`src/rtl/tap_file_framer_top_macros.svh`:
```
// ---------------------------------------------------------------------------
// Tape file framer assertion macros
// Shared concurrent assertion wrappers; compiled out with NO_ASSERTIONS.
// ---------------------------------------------------------------------------
`ifndef TAP_FILE_FRAMER_TOP_MACROS_SVH
`define TAP_FILE_FRAMER_TOP_MACROS_SVH

`ifndef NO_ASSERTIONS
// Same-cycle implication, disabled during reset.
`define TFF_ASSERT(label, prop, msg) \
  label: assert property (@(posedge clk_i) disable iff (!rst_ni) prop) else $error(msg);
// Next-cycle implication, disabled during reset.
`define TFF_ASSERT_NEXT(label, pre, post, msg) \
  label: assert property (@(posedge clk_i) disable iff (!rst_ni) pre |=> post) else $error(msg);
`else
`define TFF_ASSERT(label, prop, msg)
`define TFF_ASSERT_NEXT(label, pre, post, msg)
`endif

`endif

```
`src/rtl/tff_pkg.sv`:
```
// ---------------------------------------------------------------------------
// Tape file framer package
// Command codes, job type, tape format constants and register indices.
// ---------------------------------------------------------------------------
`default_nettype none

package tff_pkg;

  // Input command codes (tuser)
  localparam logic [1:0] CMD_START  = 2'd0;
  localparam logic [1:0] CMD_DATA   = 2'd1;
  localparam logic [1:0] CMD_FINISH = 2'd2;

  // Configuration register indices
  localparam logic [1:0] REG_NAME_FIRST = 2'd0;
  localparam logic [1:0] REG_NAME_LAST  = 2'd1;
  localparam logic [1:0] REG_DATA_LEN   = 2'd2;

  // Reset values of the configuration registers
  localparam logic [63:0] NAME_FIRST_RST = 64'h2020_2020_2020_2020;
  localparam logic [15:0] NAME_LAST_RST  = 16'h2020;
  localparam logic [15:0] DATA_LEN_RST   = 16'h0000;

  // Tape format
  localparam logic [7:0]  HDR_LEN    = 8'h13;
  localparam logic [7:0]  HDR_FLAG   = 8'h00;
  localparam logic [7:0]  TYPE_CODE  = 8'h03;
  localparam logic [15:0] LOAD_WORD  = 16'h0000;
  localparam logic [15:0] PARAM_WORD = 16'h8000;
  localparam logic [7:0]  DATA_FLAG  = 8'hFF;
  localparam int unsigned PRE_LEN    = 24;
  localparam int unsigned PRE_IDX_W  = $clog2(PRE_LEN);
  localparam logic [PRE_IDX_W-1:0] PRE_LAST_IDX = PRE_IDX_W'(PRE_LEN - 1);

  // Data byte counter
  localparam int unsigned CNT_W = 17;
  localparam logic [CNT_W-1:0] COUNT_MAX = {CNT_W{1'b1}};

  // Job queue depth
  localparam int unsigned QUEUE_DEPTH = 2;
  localparam int unsigned QPTR_W      = $clog2(QUEUE_DEPTH);
  localparam int unsigned QCNT_W      = $clog2(QUEUE_DEPTH + 1);

  typedef enum logic [1:0] {
    JOB_PREAMBLE,
    JOB_DATA,
    JOB_FINISH
  } job_kind_e;

  typedef struct packed {
    job_kind_e  kind;
    logic [7:0] byte_val;  // data byte or closing checksum
    logic       cnt_err;   // count mismatch, finish only
  } job_t;

  typedef struct packed {
    logic full;
    logic empty;
  } queue_stat_t;

endpackage

`default_nettype wire

```
`src/rtl/tff_front.sv`:
```
// ---------------------------------------------------------------------------
// Tape file framer front end
// Classifies input commands, tracks file state and checksum, emits jobs.
// ---------------------------------------------------------------------------
`default_nettype none

module tff_front (
  input  wire logic         clk_i,
  input  wire logic         rst_ni,
  input  wire logic         in_valid_i,
  output logic              in_ready_o,
  input  wire logic [1:0]   cmd_i,
  input  wire logic [7:0]   data_byte_i,
  input  wire logic [15:0]  data_len_i,
  input  wire tff_pkg::queue_stat_t q_stat_i,
  output logic              push_o,
  output tff_pkg::job_t     job_o
);
  import tff_pkg::*;

  logic             open_q, open_d;
  logic [CNT_W-1:0] count_q, count_d;
  logic [7:0]       xor_q, xor_d;
  logic             accept;

  assign in_ready_o = !q_stat_i.full;
  assign accept     = in_valid_i && in_ready_o;

  always_comb begin
    open_d         = open_q;
    count_d        = count_q;
    xor_d          = xor_q;
    push_o         = 1'b0;
    job_o.kind     = JOB_PREAMBLE;
    job_o.byte_val = data_byte_i;
    job_o.cnt_err  = 1'b0;
    if (accept) begin
      case (cmd_i)
        CMD_START: begin
          // a start abandons any open file
          push_o  = 1'b1;
          open_d  = 1'b1;
          count_d = '0;
          xor_d   = DATA_FLAG;
        end
        CMD_DATA: begin
          if (open_q) begin
            push_o     = 1'b1;
            job_o.kind = JOB_DATA;
            xor_d      = xor_q ^ data_byte_i;
            if (count_q != COUNT_MAX) begin
              count_d = count_q + CNT_W'(1);
            end
          end
        end
        CMD_FINISH: begin
          if (open_q) begin
            push_o         = 1'b1;
            job_o.kind     = JOB_FINISH;
            job_o.byte_val = xor_q;
            job_o.cnt_err  = (count_q != {1'b0, data_len_i});
            open_d         = 1'b0;
          end
        end
        default: begin
          // unused command: dropped
        end
      endcase
    end
  end

  always_ff @(posedge clk_i or negedge rst_ni) begin
    if (!rst_ni) begin
      open_q  <= 1'b0;
      count_q <= '0;
      xor_q   <= '0;
    end else begin
      open_q  <= open_d;
      count_q <= count_d;
      xor_q   <= xor_d;
    end
  end

endmodule

`default_nettype wire

```
`src/rtl/tff_job_queue.sv`:
```
// ---------------------------------------------------------------------------
// Tape file framer job queue
// Small register FIFO between front end and back end.
// ---------------------------------------------------------------------------
`default_nettype none

module tff_job_queue (
  input  wire logic            clk_i,
  input  wire logic            rst_ni,
  input  wire logic            push_i,
  input  wire tff_pkg::job_t   job_i,
  input  wire logic            pop_i,
  output tff_pkg::job_t        head_o,
  output tff_pkg::queue_stat_t stat_o
);
  import tff_pkg::*;

  job_t              entry_q [QUEUE_DEPTH];
  logic [QPTR_W-1:0] wr_ptr_q, rd_ptr_q;
  logic [QCNT_W-1:0] cnt_q;
  logic              do_push, do_pop;

  assign stat_o  = '{full: (cnt_q == QCNT_W'(QUEUE_DEPTH)), empty: (cnt_q == '0)};
  assign do_push = push_i && !stat_o.full;
  assign do_pop  = pop_i && !stat_o.empty;
  assign head_o  = entry_q[rd_ptr_q];

  always_ff @(posedge clk_i) begin
    if (do_push) begin
      entry_q[wr_ptr_q] <= job_i;
    end
  end

  always_ff @(posedge clk_i or negedge rst_ni) begin
    if (!rst_ni) begin
      wr_ptr_q <= '0;
      rd_ptr_q <= '0;
      cnt_q    <= '0;
    end else begin
      if (do_push) begin
        wr_ptr_q <= wr_ptr_q + QPTR_W'(1);
      end
      if (do_pop) begin
        rd_ptr_q <= rd_ptr_q + QPTR_W'(1);
      end
      if (do_push && !do_pop) begin
        cnt_q <= cnt_q + QCNT_W'(1);
      end else if (do_pop && !do_push) begin
        cnt_q <= cnt_q - QCNT_W'(1);
      end
    end
  end

endmodule

`default_nettype wire

```
`src/rtl/tff_back.sv`:
```
// ---------------------------------------------------------------------------
// Tape file framer back end
// Expands jobs into output-register tape bytes, one per cycle unless stalled.
// ---------------------------------------------------------------------------
`default_nettype none

module tff_back (
  input  wire logic          clk_i,
  input  wire logic          rst_ni,
  input  wire logic          job_valid_i,
  input  wire tff_pkg::job_t job_i,
  output logic               pop_o,
  input  wire logic [63:0]   name_first_i,
  input  wire logic [15:0]   name_last_i,
  input  wire logic [15:0]   data_len_i,
  output logic               out_valid_o,
  input  wire logic          out_ready_i,
  output logic [7:0]         out_byte_o,
  output logic               out_last_o,
  output logic               out_eof_o,
  output logic               out_err_o
);
  import tff_pkg::*;

  logic [PRE_IDX_W-1:0] idx_q, idx_d;
  logic                 valid_q, valid_d;
  logic [7:0]           byte_q, byte_d;
  logic                 last_q, last_d;
  logic                 eof_q, eof_d;
  logic                 err_q, err_d;
  logic                 load;
  logic                 job_last;
  logic [7:0]           hdr_sum;
  logic [15:0]          blk_len;
  logic [7:0]           pre_byte;

  assign blk_len = data_len_i + 16'd2;

  // header checksum: flag through the last word
  always_comb begin
    hdr_sum = HDR_FLAG ^ TYPE_CODE ^ name_last_i[7:0] ^ name_last_i[15:8]
            ^ data_len_i[7:0] ^ data_len_i[15:8]
            ^ LOAD_WORD[7:0] ^ LOAD_WORD[15:8] ^ PARAM_WORD[7:0] ^ PARAM_WORD[15:8];
    for (int i = 0; i < 8; i++) begin
      hdr_sum = hdr_sum ^ name_first_i[8*i +: 8];
    end
  end

  always_comb begin
    case (idx_q)
      5'd0:    pre_byte = HDR_LEN;
      5'd1:    pre_byte = 8'h00;
      5'd2:    pre_byte = HDR_FLAG;
      5'd3:    pre_byte = TYPE_CODE;
      5'd4:    pre_byte = name_first_i[7:0];
      5'd5:    pre_byte = name_first_i[15:8];
      5'd6:    pre_byte = name_first_i[23:16];
      5'd7:    pre_byte = name_first_i[31:24];
      5'd8:    pre_byte = name_first_i[39:32];
      5'd9:    pre_byte = name_first_i[47:40];
      5'd10:   pre_byte = name_first_i[55:48];
      5'd11:   pre_byte = name_first_i[63:56];
      5'd12:   pre_byte = name_last_i[7:0];
      5'd13:   pre_byte = name_last_i[15:8];
      5'd14:   pre_byte = data_len_i[7:0];
      5'd15:   pre_byte = data_len_i[15:8];
      5'd16:   pre_byte = LOAD_WORD[7:0];
      5'd17:   pre_byte = LOAD_WORD[15:8];
      5'd18:   pre_byte = PARAM_WORD[7:0];
      5'd19:   pre_byte = PARAM_WORD[15:8];
      5'd20:   pre_byte = hdr_sum;
      5'd21:   pre_byte = blk_len[7:0];
      5'd22:   pre_byte = blk_len[15:8];
      5'd23:   pre_byte = DATA_FLAG;
      default: pre_byte = 8'h00;
    endcase
  end

  assign load     = job_valid_i && (!valid_q || out_ready_i);
  assign job_last = (job_i.kind != JOB_PREAMBLE) || (idx_q == PRE_LAST_IDX);
  assign pop_o    = load && job_last;

  always_comb begin
    idx_d   = idx_q;
    valid_d = valid_q;
    byte_d  = byte_q;
    last_d  = last_q;
    eof_d   = eof_q;
    err_d   = err_q;
    if (valid_q && out_ready_i) begin
      valid_d = 1'b0;
    end
    if (load) begin
      valid_d = 1'b1;
      last_d  = job_last;
      eof_d   = (job_i.kind == JOB_FINISH);
      err_d   = job_i.cnt_err && (job_i.kind == JOB_FINISH);
      byte_d  = (job_i.kind == JOB_PREAMBLE) ? pre_byte : job_i.byte_val;
      if (job_i.kind == JOB_PREAMBLE) begin
        idx_d = job_last ? '0 : idx_q + PRE_IDX_W'(1);
      end
    end
  end

  always_ff @(posedge clk_i or negedge rst_ni) begin
    if (!rst_ni) begin
      idx_q   <= '0;
      valid_q <= 1'b0;
    end else begin
      idx_q   <= idx_d;
      valid_q <= valid_d;
    end
  end

  always_ff @(posedge clk_i) begin
    byte_q <= byte_d;
    last_q <= last_d;
    eof_q  <= eof_d;
    err_q  <= err_d;
  end

  assign out_valid_o = valid_q;
  assign out_byte_o  = byte_q;
  assign out_last_o  = last_q;
  assign out_eof_o   = eof_q;
  assign out_err_o   = err_q;

endmodule

`default_nettype wire

```
`src/rtl/tap_file_framer_top.sv`:
```
// ---------------------------------------------------------------------------
// Tape file framer top level
// Wraps a code image as a two-block tape file on a byte stream.
// ---------------------------------------------------------------------------
// A start transaction (tuser = 0) produces the 24-byte preamble: header
// block (length, flag, type, ten name bytes, data length, load and param
// words, header checksum) followed by the data block length and flag 0xFF.
// Data transactions (tuser = 1) echo their byte and fold it into the data
// checksum; a finish transaction (tuser = 2) emits that checksum with
// end-of-file set in m_axis_tuser[0] and a count mismatch in m_axis_tuser[1].
// Data and finish while no file is open, and tuser = 3, are accepted and
// dropped. tlast marks the final byte caused by each input transaction.
// Rate: the back end drives one output byte per cycle while jobs are queued
// and m_axis_tready holds; a data or finish transaction yields one byte and
// a start transaction 24. An accepted job is first written into the job
// queue and then loaded into the output register once that register is free.
// A two-entry job queue lets the input side keep accepting while a preamble
// is streaming out; s_axis_tready drops only when that queue is full.
// The user must write cfg_* configuration only while idle; the block does
// not enforce it. cfg_ready_o stays high; unknown-index writes are ignored.
// ---------------------------------------------------------------------------
`default_nettype none

`include "tap_file_framer_top_macros.svh"

module tap_file_framer_top (
  input  wire logic        clk_i,
  input  wire logic        rst_ni,
  // config write channel
  input  wire logic        cfg_valid_i,
  output logic             cfg_ready_o,
  input  wire logic [1:0]  cfg_index_i,
  input  wire logic [63:0] cfg_data_i,
  // input stream
  input  wire logic        s_axis_tvalid,
  output logic             s_axis_tready,
  input  wire logic [7:0]  s_axis_tdata,   // [7:0] data_byte
  input  wire logic [1:0]  s_axis_tuser,   // [1:0] cmd
  // output stream
  output logic             m_axis_tvalid,
  input  wire logic        m_axis_tready,
  output logic [7:0]       m_axis_tdata,   // [7:0] out_byte
  output logic             m_axis_tlast,   // last_of_run
  output logic [1:0]       m_axis_tuser    // [0] end_of_file, [1] count_error
);
  import tff_pkg::*;

  // configuration registers
  logic [63:0] name_first_q;
  logic [15:0] name_last_q;
  logic [15:0] data_len_q;

  // front to back path
  logic        q_push;
  logic        q_pop;
  job_t        q_job_in;
  job_t        q_head;
  queue_stat_t q_stat;
  logic        cfg_wr;

  logic        out_eof;
  logic        out_err;
  logic        err_flag_ok;

  assign cfg_ready_o = 1'b1;
  assign cfg_wr      = cfg_valid_i && cfg_ready_o;

  always_ff @(posedge clk_i or negedge rst_ni) begin
    if (!rst_ni) begin
      name_first_q <= NAME_FIRST_RST;
      name_last_q  <= NAME_LAST_RST;
      data_len_q   <= DATA_LEN_RST;
    end else if (cfg_wr) begin
      case (cfg_index_i)
        REG_NAME_FIRST: name_first_q <= cfg_data_i;
        REG_NAME_LAST:  name_last_q  <= cfg_data_i[15:0];
        REG_DATA_LEN:   data_len_q   <= cfg_data_i[15:0];
        default: begin
          // unknown index: no effect
        end
      endcase
    end
  end

  // front end: file state, byte count, running checksum
  tff_front u_front (
    .clk_i       (clk_i),
    .rst_ni      (rst_ni),
    .in_valid_i  (s_axis_tvalid),
    .in_ready_o  (s_axis_tready),
    .cmd_i       (s_axis_tuser),
    .data_byte_i (s_axis_tdata),
    .data_len_i  (data_len_q),
    .q_stat_i    (q_stat),
    .push_o      (q_push),
    .job_o       (q_job_in)
  );

  tff_job_queue u_queue (
    .clk_i  (clk_i),
    .rst_ni (rst_ni),
    .push_i (q_push),
    .job_i  (q_job_in),
    .pop_i  (q_pop),
    .head_o (q_head),
    .stat_o (q_stat)
  );

  // back end: byte sequencer and output register
  tff_back u_back (
    .clk_i        (clk_i),
    .rst_ni       (rst_ni),
    .job_valid_i  (!q_stat.empty),
    .job_i        (q_head),
    .pop_o        (q_pop),
    .name_first_i (name_first_q),
    .name_last_i  (name_last_q),
    .data_len_i   (data_len_q),
    .out_valid_o  (m_axis_tvalid),
    .out_ready_i  (m_axis_tready),
    .out_byte_o   (m_axis_tdata),
    .out_last_o   (m_axis_tlast),
    .out_eof_o    (out_eof),
    .out_err_o    (out_err)
  );

  assign m_axis_tuser = {out_err, out_eof};

  // a count error only rides on the closing checksum, which ends its run
  assign err_flag_ok = !out_err || (out_eof && m_axis_tlast);

  // checks
  `TFF_ASSERT(a_queue_stat, !(q_stat.full && q_stat.empty), "queue both full and empty")
  `TFF_ASSERT(a_no_push_full, q_push |-> !q_stat.full, "job pushed into full queue")
  `TFF_ASSERT(a_err_at_eof, m_axis_tvalid |-> err_flag_ok, "count error outside checksum")
  `TFF_ASSERT_NEXT(a_push_not_empty, q_push && !q_pop, !q_stat.empty, "pushed job lost")

endmodule

`default_nettype wire
```
`config.mk`:
```
export PLATFORM = sky130hd
export DESIGN_NAME = tap_file_framer_top
export DESIGN_NICKNAME = d
export VERILOG_FILES = /design/src/rtl/tff_pkg.sv /design/src/rtl/tff_front.sv /design/src/rtl/tff_job_queue.sv /design/src/rtl/tff_back.sv /design/src/rtl/tap_file_framer_top.sv
export VERILOG_INCLUDE_DIRS = /design/src /design/src/rtl
export SDC_FILE = /design/constraint.sdc
export NUM_CORES = 1
export LEC_CHECK = 0
export ABC_AREA = 1
export BUFFER_PORTS_ARGS = -buffer_cell sky130_fd_sc_hd__buf_2
export CORE_ASPECT_RATIO = 0.6
export CORE_MARGIN = 5
export CORE_UTILIZATION = 50
export DETAILED_ROUTE_END_ITERATION = 16
export GPL_TIMING_DRIVEN = 0
export PLACE_DENSITY = 0.8
export SETUP_SLACK_MARGIN = 0.4
export SLEW_MARGIN = 20
export SYNTH_ARGS = -nofsm -noshare
export SYNTH_HDL_FRONTEND = slang
export SYNTH_HIERARCHICAL = 1
export SYNTH_SLANG_ARGS = --single-unit
```
`constraint.sdc`:
```
create_clock -name clk_i -period 1.8 [get_ports clk_i]
set_input_delay 0.09 -clock clk_i [delete_from_list [all_inputs] [get_ports clk_i]]
set_output_delay 0.09 -clock clk_i [all_outputs]
set_load 0.02 [all_outputs]
```
; Word level (Yosys, flattened, before mapping)
; Memories as Yosys holds them, arrays and structs flattened.
; Cells that the tools add are included.
; W data, S select, Z words.
[totals]
reg_bits = 143
latch_bits = 0
mem_bits_rw = 22
romBits = 0
input_bits = 81
output_inout_bits = 14
wordCells = 122
memories = 1
[memory_table]
columns = memory, depth, width, read_ports, rd_clocked_by_memory_dff, wr, line_no
row1 = u_queue.entry_q, 2, 11, 1, 0, 1, tff_job_queue.sv:18  ; job_t entry_q [QUEUE_DEPTH];
[classes]
n_addsub = 7
n_mul = 0
div_mod_pow = 0
order_cmp = 0
eq_ne = 28
shift = 0
muxes = 23
n_bitwise = 14
n_reduce_logical = 34
[op_table]
columns = cell, n
row1 = $pmux W8 S19, 1
row2 = $xor A8 B8 Y8, 12
row3 = $eq A5 B4 Y1 const B, 8
row4 = $mux W17, 2
row5 = $pmux W17 S2, 1
row6 = $eq A5 B5 Y1 const B, 5
row7 = $mux W11, 2
row8 = $eq A5 B3 Y1 const B, 4
row9 = $add A17 B1 Y17 const B, 1
row10 = $ne A17 B16 Y1, 1
row11 = $ne A17 B17 Y1 const B, 1
row12 = $add A16 B2 Y16 const B, 1
row13 = $mux W8, 2
row14 = $pmux W8 S2, 1
row15 = $reduce_and A2 Y1, 5
row16 = $reduce_bool A2 Y1, 5
row17 = $logic_and A1 B1 Y1, 9
row18 = $mux W9, 1
row19 = $eq A2 B2 Y1 const B, 4
row20 = $logic_not A2 Y1, 4
row21 = $mux W1, 7
row22 = $add A5 B1 Y5 const B, 1
row23 = $eq A5 B2 Y1 const B, 1
row24 = $logic_not A1 Y1, 5
row25 = other kinds (16), 22

; Depth between registers and ports, before layout
; Gate-level depths: netlist of run 1.
[depth]
ltp_word = 15
depth_mapped = 16
ltp_nobuf = 15

; Modules after synthesis
; Netlist of run 1, hierarchy kept.
[modules_own_cells]
columns = mod, n_inst, cells_per_inst, area_each_um2
row1 = tap_file_framer_top, 1, 427, 3920.0
row2 = tff_back, 1, 715, 3519.6
row3 = tff_front, 1, 290, 1839.3
row4 = tff_job_queue, 1, 89, 1028.5

; Worst setup path before layout of run 1
; OpenSTA, ideal clock, no wires.
[synth_path]
path_kind = reg-to-reg
from = register u_queue.cnt_q[1]
to = memory u_queue/entry_q[1][0] (netlist bit) (enable)
setup_ns = 0.378
t_arrival_ns = 1.675
slack_ns = -0.253
stages_incl_launch_ff = 8
period_less_slack_ns = 2.053
path_cell_list = dfrtp_1 > inv_1 > nor2_2 > inv_1 > nand2_1 > nor3_1 > o21ai_0 > nor2_1
[synth_rtl]
columns = item, line_no
row1 = start: declaration, tff_job_queue.sv:20  ; logic [QCNT_W-1:0] cnt_q;
row2 = start signal: assignment, tff_job_queue.sv:47  ; cnt_q <= cnt_q + QCNT_W'(1);
row3 = start signal: assignment, tff_job_queue.sv:49  ; cnt_q <= cnt_q - QCNT_W'(1);
row4 = end: declaration, tff_job_queue.sv:18

; Worst setup path in the final report of run 1
[layout_path]
from = register u_back.idx_q[1]
to = register u_back.byte_q[5] (netlist: u_back/out_byte_o[5]) (data pin)
[layout_via]
elab_chain_cells = 3
elab_cells_between_ends = 21
classes_between = eq/ne: 18 / mux: 2 / reduce/logical: 1
[layout_lines]
columns = item, line_no
row1 = start: declaration, tff_back.sv:25  ; logic [PRE_IDX_W-1:0] idx_q, idx_d;
row2 = start signal: assignment, tff_back.sv:110  ; idx_q <= idx_d;
row3 = $eq A5 B5 Y1 (tied with other cells), tff_back.sv:50  ; case (idx_q)
row4 = $pmux W8 S19 *, tff_back.sv:50
row5 = $mux W8 *, tff_back.sv:98  ; byte_d = (job_i.kind == JOB_PREAMBLE) ? pre_byte : job_i.byte_val;
row6 = end signal: assignment, tff_back.sv:116  ; byte_q <= byte_d;
row7 = end: declaration, tff_back.sv:27  ; logic [7:0] byte_q, byte_d;
; Mark *: on every way between the ends. The rest lies on a longest branch, timed or not.
; A chain may end at the register's enable or synchronous reset.

==> results.py, run 1 <==
metrics = {
    "placed_design": {
        "dp_hpwl_mm": 24.88,
        "place_inst": 1885,
        "port_buffers": 90,
        "placed_area_sq_um": 11310,
        "pre_cts_ws_ns": -0.4628,
        "gp_congestion": 1.053,
    },
    "cells_and_area": {
        "final_nets": 1883,
        "antenna_cells": 0,
        "final_util": 0.7128,
        "areaGrowthSynthToFinish_pct": 39.14,
        "fin_area_sq_um": 14340,
        "finalNonFillerCells": 2075,
        "drive_above_1_share": 0.2492,
    },
    "sta": {
        "finalHoldViolCount": 0,
        "fin_skew_ns": 0.01316,
        "clock.fmax_ghz": 0.4683,
        "setup_viol": 26,
        "setup_tns_ns": -4.193,
        "drv_slew": 0,
        "maxSlewHeadroom": 0.5195,
        "timing.final.crit_share": 1.186,
        "finalCriticalPeriod_ns": 2.135,
        "fin_ws_ns": -0.3355,
        "hold-worst-slack_ns": 0.09200,
        "tightestPinTransition_ns": 0.7180,
        "rsz0062_at_grt": "yes",
    },
    "setup_path": {
        "cpMostUsedCell": "nand2_1",
        "critical_path_depth": 12,
        "r2r_cells": 12,
        "crit_path_start_kind": "flop",
        "crit_path_max_incr_delay_ns": 0.48,
        "endpoint": "u_back/out_byte_o[5]",
        "cp.buffers_inverters": 2,
        "path_cells": "ha_4, inv_2, nor2_1, ha_2, inv_4, o21ai_0, nor3_1, nand2_1, nor2_1, nand2_1, nand2_1, nand2_1",
        "worstReg2RegEnd": "u_back/out_byte_o[5]",
        "crit_fanout": 6,
        "r2r-start": "u_back/idx_q[1]",
        "critPathKind": "flop to flop",
        "r2r_slack_ns": -0.34,
        "crit_start": "u_back/idx_q[1]",
        "worstPathRequired_ns": 1.99,
        "critical-path-top-delay-family": "simple AND/OR/NAND/NOR gates",
        "worstPathArrival_ns": 2.33,
        "critPathSlowestCell": "dfrtp_2",
        "cp-end-kind": "flop",
    },
    "clock_tree": {
        "cts_sinks": 165,
        "cts.clk_slew.worst_paths_ns": 0.07,
        "cts_buffers": 17,
        "cts_max_level": 4,
        "cts_tree": "built",
        "cts-root-buf": "clkbuf_16",
        "cts.path.max_buffers": 2,
        "clock_latency_ns": 0.45,
    },
    "drt": {
        "routed_wl_mm": 38.46,
        "antenna_left": 0,
        "firstDrtPassIters": 8,
        "drtIter0Drc": 1655,
        "route.detailed.drc": 0,
        "vias": 11650,
        "viasPerCell": 5.615,
        "post_drt_wl_per_cell_microns": 18.53,
    },
    "logic_synthesis": {
        "synth_area_sq_um": 10310,
        "synth_edf_count": 33,
        "synth_cell_types": 36,
        "synth-seq-area-share": 0.4178,
        "yosysTopAreaCell": "dfrtp_1",
        "ys_ff_latch": 165,
        "synth_top_area_frac": 0.2962,
        "avgSynthCellArea_sq_um": 6.777,
        "synthFlopType": "dfrtp_1",
        "netlist_top_cells_area": "dfrtp_1, nand2_1, edfxtp_1, nand3_1, inv_1",
        "syn_inst": 1521,
        "ys_warn_count": 6,
        "synth_nets": 1615,
        "synthTopCellsByCount": "nand2_1, inv_1, nand3_1",
        "async_flop_share": 0.8000,
        "yosysMostFrequentCell": "nand2_1",
    },
    "floorplan": {
        "num_rows": 40,
        "start_util": 0.5123,
        "die_w_microns": 195.4,
        "pin_count": 95,
        "core_sq_um": 20120,
        "die_height_microns": 121.2,
        "die_area_sq_um": 23680,
    },
    "grt": {
        "grt_max_degree": 95,
        "grt_use_total": 0.3089,
        "antenna_found_initial": 0,
        "grt_most_used_layer": "met2",
        "grt_use_met1": 0.4478,
        "met2_usage": 0.4553,
        "grt_pass1_vias": 10480,
        "grt_remaining_overflow": 0,
        "grt_pass1_wl_mm": 56.68,
        "grt_util_met3": 0.09046,
    },
    "run": {
        "cap_violations": 0,
    },
    "worst_hold_path": {
        "min_from": "cfg_valid_i",
        "hp-class": "input pin to flop",
        "min_path_cells": 4,
    },
    "run_status": {
        "status": "finished, violations left",
        "violations": "setup timing",
    },
    "power_and_ir_drop": {
        "power.density_nw_per_um2": 1238,
        "vdd_drop_max_mv": 0.8104,
        "p_leak_nw": 7.266,
        "totalPowerFinal_mw": 17.76,
    },
}
-- how the worst min path moves through the flow --
stage,to,slack [ns]
floorplan,data_len_q[0],-0.21
global placement,name_first_q[53],0.31
detailed placement,name_first_q[31],-0.004
CTS,data_len_q[2],0.08
global route,name_last_q[2],0.09
finish,data_len_q[2],0.09
-- worst register-to-register path, stage by stage (launching register included) --
cell and delay [ns]:
dfrtp_2 0.48, ha_4 0.22, inv_2 0.05, nor2_1 0.04
ha_2 0.21, inv_4 0.11, o21ai_0 0.12, nor3_1 0.19
nand2_1 0.10, nor2_1 0.09, nand2_1 0.10, nand2_1 0.10
nand2_1 0.08
-- cells by family after synthesis --
family,count (synthesis),share of synthesized area
other cells,1,0.0003638
simple gates,1023,0.4176
flops,165,0.4178
buf+inv,213,0.08764
xor+xnor,20,0.01699
compound gates,86,0.04382
fa+ha+maj,13,0.01578
-- layer usage --
layer  part of all wire  vias to the layer above
met3               0.13                       98
met2               0.43                      725
met4              0.023                        0
met5                  0                        -
li1                   -                     5354
met1               0.42                     5474
-- where the power goes --
group | switching, mW | internal [mW] | leakage, nW | total [mW]
Sequential | 1.06 | 4.73 | 1.93 | 5.79
Clock | 1.68 | 2.20 | 0.295 | 3.87
Combinational | 4.86 | 3.24 | 5.04 | 8.09
Total | 7.59 | 10.2 | 7.27 | 17.8
-- sequential cells by signal, summed over array words and instances (netlist names) --
name                count
u_back/out_valid_o      1
u_back/out_last_o       1
u_queue/entry_q        22
u_back/idx_q            5
u_queue/rd_ptr_q        1
name_last_q            16
u_front/xor_q           8
u_back/out_eof_o        1
u_back/out_err_o        1
u_front/count_q        17
u_queue/wr_ptr_q        1
u_queue/cnt_q           2
data_len_q             16
name_first_q           64
u_back/out_byte_o       8
u_front/open_q          1
-- layout by cell type, fill, tap and decap left out, types with 14 or more instances in the layout --
cell type / n
a21oi_1: 14
buf_2: 105
buf_4: 65
buf_6: 29
clkbuf_16: 18
dfrtp_1: 110
dlygate4sd3_1: 76
edfxtp_1: 33
inv_1: 143
nand2_1: 615
nand2_2: 27
nand2_4: 31
nand3_1: 120
nand3b_1: 16
nand4_1: 52
nor2_1: 87
nor2_4: 29
o21ai_0: 25
-- repair_timing --
item,in CTS,in global routing
setup buffers,51,28
endpoints found under the setup margin,97,96
gates resized for setup,173,92
pin swaps,41,51
endpoints found under the hold margin,245,0
hold buffers,76,0
cloned,3,0
-- final cells by class --
type	count	area, sq um
sequential	165	4322
buffer	45	334.1
clock buffer	17	425.4
inverter	168	691.9
fill	1467	5778
timing repair buffer	248	2027
multi-input combinational	1143	6012
tap	273	341.6
clock inverter	15	178.9
timing repair inverter	1	8.758
Note: power is estimated with default switching activity, not from simulation.
==> run 2, diff against run 1 <==
Clock period 1.8 ns to 1.75 ns, I/O delays scaled along.
==> run 2 against run 1 <==
The flow still finishes with violations (setup timing). Clock-buffer cell count increased by 6. Sequential power rose by 4.0%. Clock skew fell by 0.0020 ns. Sequential share of layout area fell by 0.52 points. Critical path type unchanged. First-iteration DRC count grew 4.2%. Critical path depth increased by 1. Critical endpoint is now u_back/out_byte_o[1]. Clock power is 5.2% lower. Register-to-register slack got worse by 0.09 ns. Worst hold slack got worse by 0.010 ns. Combinational power rose by 7.0%.
==> results.py, run 2 (synthesized netlist as in run 1, its figures left out) <==
metrics = {
    "sta": {
        "timing.final.crit_share": 1.244,
        "fin_ws_ns": -0.4262,
        "setup_tns_ns": -7.766,
        "tightestPinTransition_ns": 0.7535,
        "drv_slew": 0,
        "fin_skew_ns": 0.01115,
        "maxSlewHeadroom": 0.4977,
        "finalCriticalPeriod_ns": 2.176,
        "setup_viol": 50,
        "rsz0062_at_grt": "yes",
        "clock.fmax_ghz": 0.4595,
        "finalHoldViolCount": 0,
    },
    "cells_and_area": {
        "largest_reg_flops": 64,
        "multi_input_area_sq_um": 6097,
        "layout_commonest_cell": "nand2_1",
        "largest_register": "name_first_q",
        "fill_cells": 1464,
        "layout_common_cells": "nand2_1, inv_1, nand3_1",
        "areaGrowthSynthToFinish_pct": 41.67,
        "seqCellArea_sq_um": 4324,
        "fin_area_sq_um": 14600,
        "final_util": 0.7258,
        "drive_above_1_share": 0.2738,
        "top_regs": "name_first_q: 64 flops, u_queue/entry_q: 22 flops, u_front/count_q: 17 flops",
        "final_nets": 1900,
    },
    "clock_tree": {
        "clock_latency_ns": 0.44,
        "cts_max_level": 4,
        "cts-root-buf": "clkbuf_16",
        "cts_buffers": 17,
        "cts.path.max_buffers": 2,
        "cts_tree": "built",
        "cts.clk_slew.worst_paths_ns": 0.06,
        "cts_sinks": 165,
    },
    "setup_path": {
        "worstPathRequired_ns": 1.94,
        "crit_fanout": 6,
        "worstPathArrival_ns": 2.36,
        "critPathKind": "flop to flop",
        "crit_path_start_kind": "flop",
        "cp-end-kind": "flop",
    },
    "grt": {
        "antenna_found_initial": 0,
        "grt_pass1_wl_mm": 58.52,
        "grt_remaining_overflow": 0,
        "grt_max_degree": 91,
        "grt_pass1_vias": 10890,
        "grt_use_total": 0.3194,
    },
    "placed_design": {
        "port_buffers": 90,
        "dp_hpwl_mm": 25.60,
        "placed_area_sq_um": 11310,
        "gp_congestion": 1.015,
    },
    "floorplan": {
        "start_util": 0.5123,
        "die_height_microns": 121.2,
        "die_area_sq_um": 23680,
        "die_w_microns": 195.4,
        "core_sq_um": 20120,
        "num_rows": 40,
        "pin_count": 95,
    },
    "drt": {
        "post_drt_wl_per_cell_microns": 19.44,
        "firstDrtPassIters": 7,
        "antenna_left": 0,
        "routed_wl_mm": 40.68,
        "viasPerCell": 5.692,
        "vias": 11910,
        "route.detailed.drc": 0,
        "drtIter0Drc": 1724,
    },
    "worst_hold_path": {
        "hp-class": "input pin to flop",
    },
    "power_and_ir_drop": {
        "p_leak_nw": 7.376,
        "power.density_nw_per_um2": 1256,
        "vdd_drop_max_mv": 0.7536,
        "totalPowerFinal_mw": 18.34,
    },
    "run_status": {
        "status": "finished, violations left",
        "violations": "setup timing",
    },
    "run": {
        "cap_violations": 0,
    },
}
-- run 2: repair_timing --
action / CTS / global route
pin swaps: 52 / 71
gates resized for setup: 185 / 132
cloned: 5 / 0
setup endpoints to repair: 97 / 101
endpoints found under the hold margin: 207 / 0
hold buffers: 77 / 0
buffers inserted: 57 / 36
-- run 2: final cells by class --
cell class | instances | area share
Clock inverter | 9 | 0.004627
Timing Repair Buffer | 264 | 0.1518
Clock buffer | 23 | 0.03410
Antenna cell | 1 | 0.0001714
Timing Repair inverter | 2 | 0.001371
Tap cell | 273 | 0.02339
Inverter | 168 | 0.04790
Sequential cell | 165 | 0.2961
Buffer | 45 | 0.02296
Multi-Input combinational cell | 1143 | 0.4175
-- run 2: report_power, final --
part	switching, mW	internal, mW	total, mW
Sequential	1.15	4.87	6.02
Combinational	5.20	3.45	8.66
Clock	1.65	2.02	3.67
Total	8.00	10.3	18.3
-- run 2: per-layer routing --
layer  share of wire  GRT usage
met4           0.038    0.09154
met2            0.43     0.4814
met5               0          0
met3            0.13    0.09184
met1            0.40     0.4500
-- run 2: worst paths after layout --
| check | slack, ns | endpoint | from | cells past startpoint |
|---|---|---|---|---|
| max | -0.43 | u_back/out_byte_o[1] | u_back/idx_q[1] | 13 |
| min | 0.08 | u_back/out_valid_o | m_axis_tready | 4 |
| max reg2reg | -0.43 | u_back/out_byte_o[1] | u_back/idx_q[1] | 13 |
| min reg2reg | 0.48 | name_first_q[46] | name_first_q[46] | 2 |
| max in group asynchronous | 0.80 | u_front/count_q[6] | rst_ni | 3 |
| min in group asynchronous | 0.13 | name_first_q[20] | rst_ni | 2 |
-- run 2: through the flow --
step	hold slack [ns]	instances	setup WS [ns]
5_1_grt	0.09753	2092	-0.4512
3_3_place_gp	0.3047	1884	-1.528
3_5_place_dp	0.006102	1885	-0.5264
6_report	0.08196	2093	-0.4262
4_1_cts	0.02816	2056	-0.2345
2_1_floorplan	-0.2081	1521	-0.01885
-- run 2: critical path, cell delays in order (launching register included) --
cell,delay [ns]
dfrtp_2,0.49
ha_4,0.23
inv_2,0.06
nor2_2,0.05
ha_4,0.19
inv_6,0.09
buf_6,0.11
o21ai_2,0.05
nor3_2,0.16
nand2_1,0.09
nor2_2,0.13
nand2_1,0.11
nand2_1,0.10
nand2_1,0.07
==> run 3, diff against run 2 <==
Settings changed: GPL_TIMING_DRIVEN 0 to not set.
==> run 3 against run 2 <==
The run still ends with setup timing left. Setup slack gained 0.16 ns. Total power is 2.4% higher. Register-to-register slack better by 0.16 ns. Critical endpoint is now u_back/out_byte_o[2].
==> results.py, run 3 (synthesized netlist as in run 1, its figures left out) <==
metrics = {
    "drt": {
        "route.detailed.drc": 0,
        "viasPerCell": 5.577,
        "post_drt_wl_per_cell_microns": 18.88,
        "drtIter0Drc": 1742,
        "routed_wl_mm": 40.56,
        "antenna_left": 0,
        "firstDrtPassIters": 6,
        "vias": 11980,
    },
    "run_status": {
        "status": "finished, violations left",
        "violations": "setup timing",
    },
    "grt": {
        "grt_use_total": 0.3289,
        "grt_pass1_vias": 10940,
        "grt_remaining_overflow": 0,
        "antenna_found_initial": 0,
        "grt_pass1_wl_mm": 60.29,
        "grt_max_degree": 70,
    },
    "setup_path": {
        "critPathSlowestCell": "dfrtp_2",
        "cp-end-kind": "flop",
        "critPathKind": "flop to flop",
        "crit_path_max_incr_delay_ns": 0.47,
        "worstPathArrival_ns": 2.22,
        "crit_fanout": 6,
        "crit_path_start_kind": "flop",
        "path_cells": "ha_4, inv_4, nor2_4, ha_4, inv_4, o211ai_1, nor2_1, nand3_1, nor2_2, nand2_1, nand2_1, nand2_1",
        "cpMostUsedCell": "nand2_1",
        "worstPathRequired_ns": 1.95,
    },
    "sta": {
        "maxSlewHeadroom": 0.5315,
        "timing.final.crit_share": 1.154,
        "setup_tns_ns": -3.820,
        "setup_viol": 32,
        "rsz0062_at_grt": "yes",
        "finalHoldViolCount": 0,
        "tightestPinTransition_ns": 0.7027,
        "drv_slew": 0,
        "finalCriticalPeriod_ns": 2.019,
        "fin_ws_ns": -0.2692,
        "clock.fmax_ghz": 0.4953,
        "fin_skew_ns": 0.01127,
    },
    "clock_tree": {
        "cts.path.max_buffers": 2,
        "cts_buffers": 17,
        "cts.clk_slew.worst_paths_ns": 0.07,
        "cts_max_level": 4,
        "cts_sinks": 165,
        "cts_tree": "built",
        "cts-root-buf": "clkbuf_16",
        "clock_latency_ns": 0.45,
    },
    "floorplan": {
        "die_w_microns": 195.4,
        "start_util": 0.5123,
        "die_height_microns": 121.2,
        "pin_count": 95,
        "die_area_sq_um": 23680,
        "num_rows": 40,
        "core_sq_um": 20120,
    },
    "cells_and_area": {
        "areaGrowthSynthToFinish_pct": 45.42,
        "largest_reg_flops": 64,
        "final_nets": 1957,
        "drive_above_1_share": 0.2900,
        "layout_commonest_cell": "nand2_1",
        "antenna_cells": 0,
        "fill_cells": 1461,
        "layout_common_cells": "nand2_1, buf_4, inv_1",
        "top_regs": "name_first_q: 64 flops, u_queue/entry_q: 22 flops, u_front/count_q: 17 flops",
        "largest_register": "name_first_q",
    },
    "power_and_ir_drop": {
        "totalPowerFinal_mw": 18.78,
        "power.density_nw_per_um2": 1253,
        "p_leak_nw": 7.661,
        "vdd_drop_max_mv": 0.7545,
    },
    "run": {
        "cap_violations": 0,
    },
    "placed_design": {
        "gp_congestion": 1.030,
        "dp_hpwl_mm": 26.69,
        "port_buffers": 93,
    },
    "worst_hold_path": {
        "hp-class": "input pin to flop",
    },
}
[run 3: cell count changes in the layout (fill, tap and decap cells not counted), moves of 4 or more]
cell           before  now
buf_4              71  146
buf_2             105   91
nand2_1           605  614
buf_6              37   45
nand2_4            34   27
nand3_1           113  118
nand3_2            16   11
nor2_2             10   15
buf_8               4    0
clkbuf_8            5    1
dlygate4sd3_1      77   73
o21ai_0            16   20
o21ai_1            19   15
[run 3: what timing repair did]
action / in CTS / in global routing
pin swaps: 50 / 54
resized for setup: 177 / 103
setup endpoints to repair: 95 / 100
hold buffers: 73 / 0
endpoints found under the hold margin: 244 / 0
cloned: 5 / 0
setup buffers: 41 / 15
[run 3: layer usage]
layer / vias up / part of all wire / GRT usage
li1: 5508 / - / -
met1: 5525 / 0.42 / 0.4833
met2: 826 / 0.42 / 0.4734
met3: 125 / 0.13 / 0.1029
met4: 0 / 0.031 / 0.07803
met5: - / 0 / 0
[run 3: final cells by class]
cell class / count / area (sq um) / area share
clock buffer: 23 / 500.5 / 0.03339
sequential: 165 / 4323 / 0.2884
timing repair inverter: 1 / 8.758 / 0.0005843
multi-input combinational: 1144 / 5991 / 0.3997
inverter: 168 / 666.9 / 0.04449
timing repair buffer: 366 / 3022 / 0.2016
tap: 273 / 341.6 / 0.02279
clock inverter: 9 / 136.4 / 0.009098
[run 3: path summary, 6_finish.rpt]
path / start / to / slack (ns) / cells after the start
max in group asynchronous: rst_ni / name_last_q[5] / 1.03 / 3
setup / recovery: u_back/idx_q[0] / u_back/out_byte_o[2] / -0.27 / 12
hold / removal: m_axis_tready / u_back/out_valid_o / 0.02 / 4
hold reg to reg: name_first_q[46] / name_first_q[46] / 0.49 / 2
min in group asynchronous: rst_ni / name_first_q[25] / 0.14 / 2
setup reg to reg: u_back/idx_q[0] / u_back/out_byte_o[2] / -0.27 / 12
[run 3: where the power goes]
part	internal, mW	total (mW)	switching (mW)
Sequential	4.87	5.82	0.950
Combinational	3.72	8.90	5.19
Clock	2.46	4.06	1.59
Total	11.0	18.8	7.73
[run 3: per-stage QoR]
step | hold slack, ns | area (sq um) | setup slack, ns | std cells | util
finish | 0.01995 | 14990 | -0.2692 | 2149 | 0.7450
detailed placement | 0.04530 | 12120 | -0.2898 | 1983 | 0.6024
global route | 0.02996 | 14990 | -0.3443 | 2149 | 0.7450
CTS | 0.003716 | 14480 | -0.1781 | 2134 | 0.7199
floorplan | -0.2081 | 10480 | -0.01885 | 1521 | -
global placement | 0.04367 | 12120 | -0.2962 | 1983 | 0.6024
[run 3: critical path: cells and delay by family (launching register included)]
kind,cells,cell delay (ns)
compound gates,1,0.16
fa+ha+maj,2,0.40
flops,1,0.47
buf+inv,2,0.14
simple gates,7,0.61
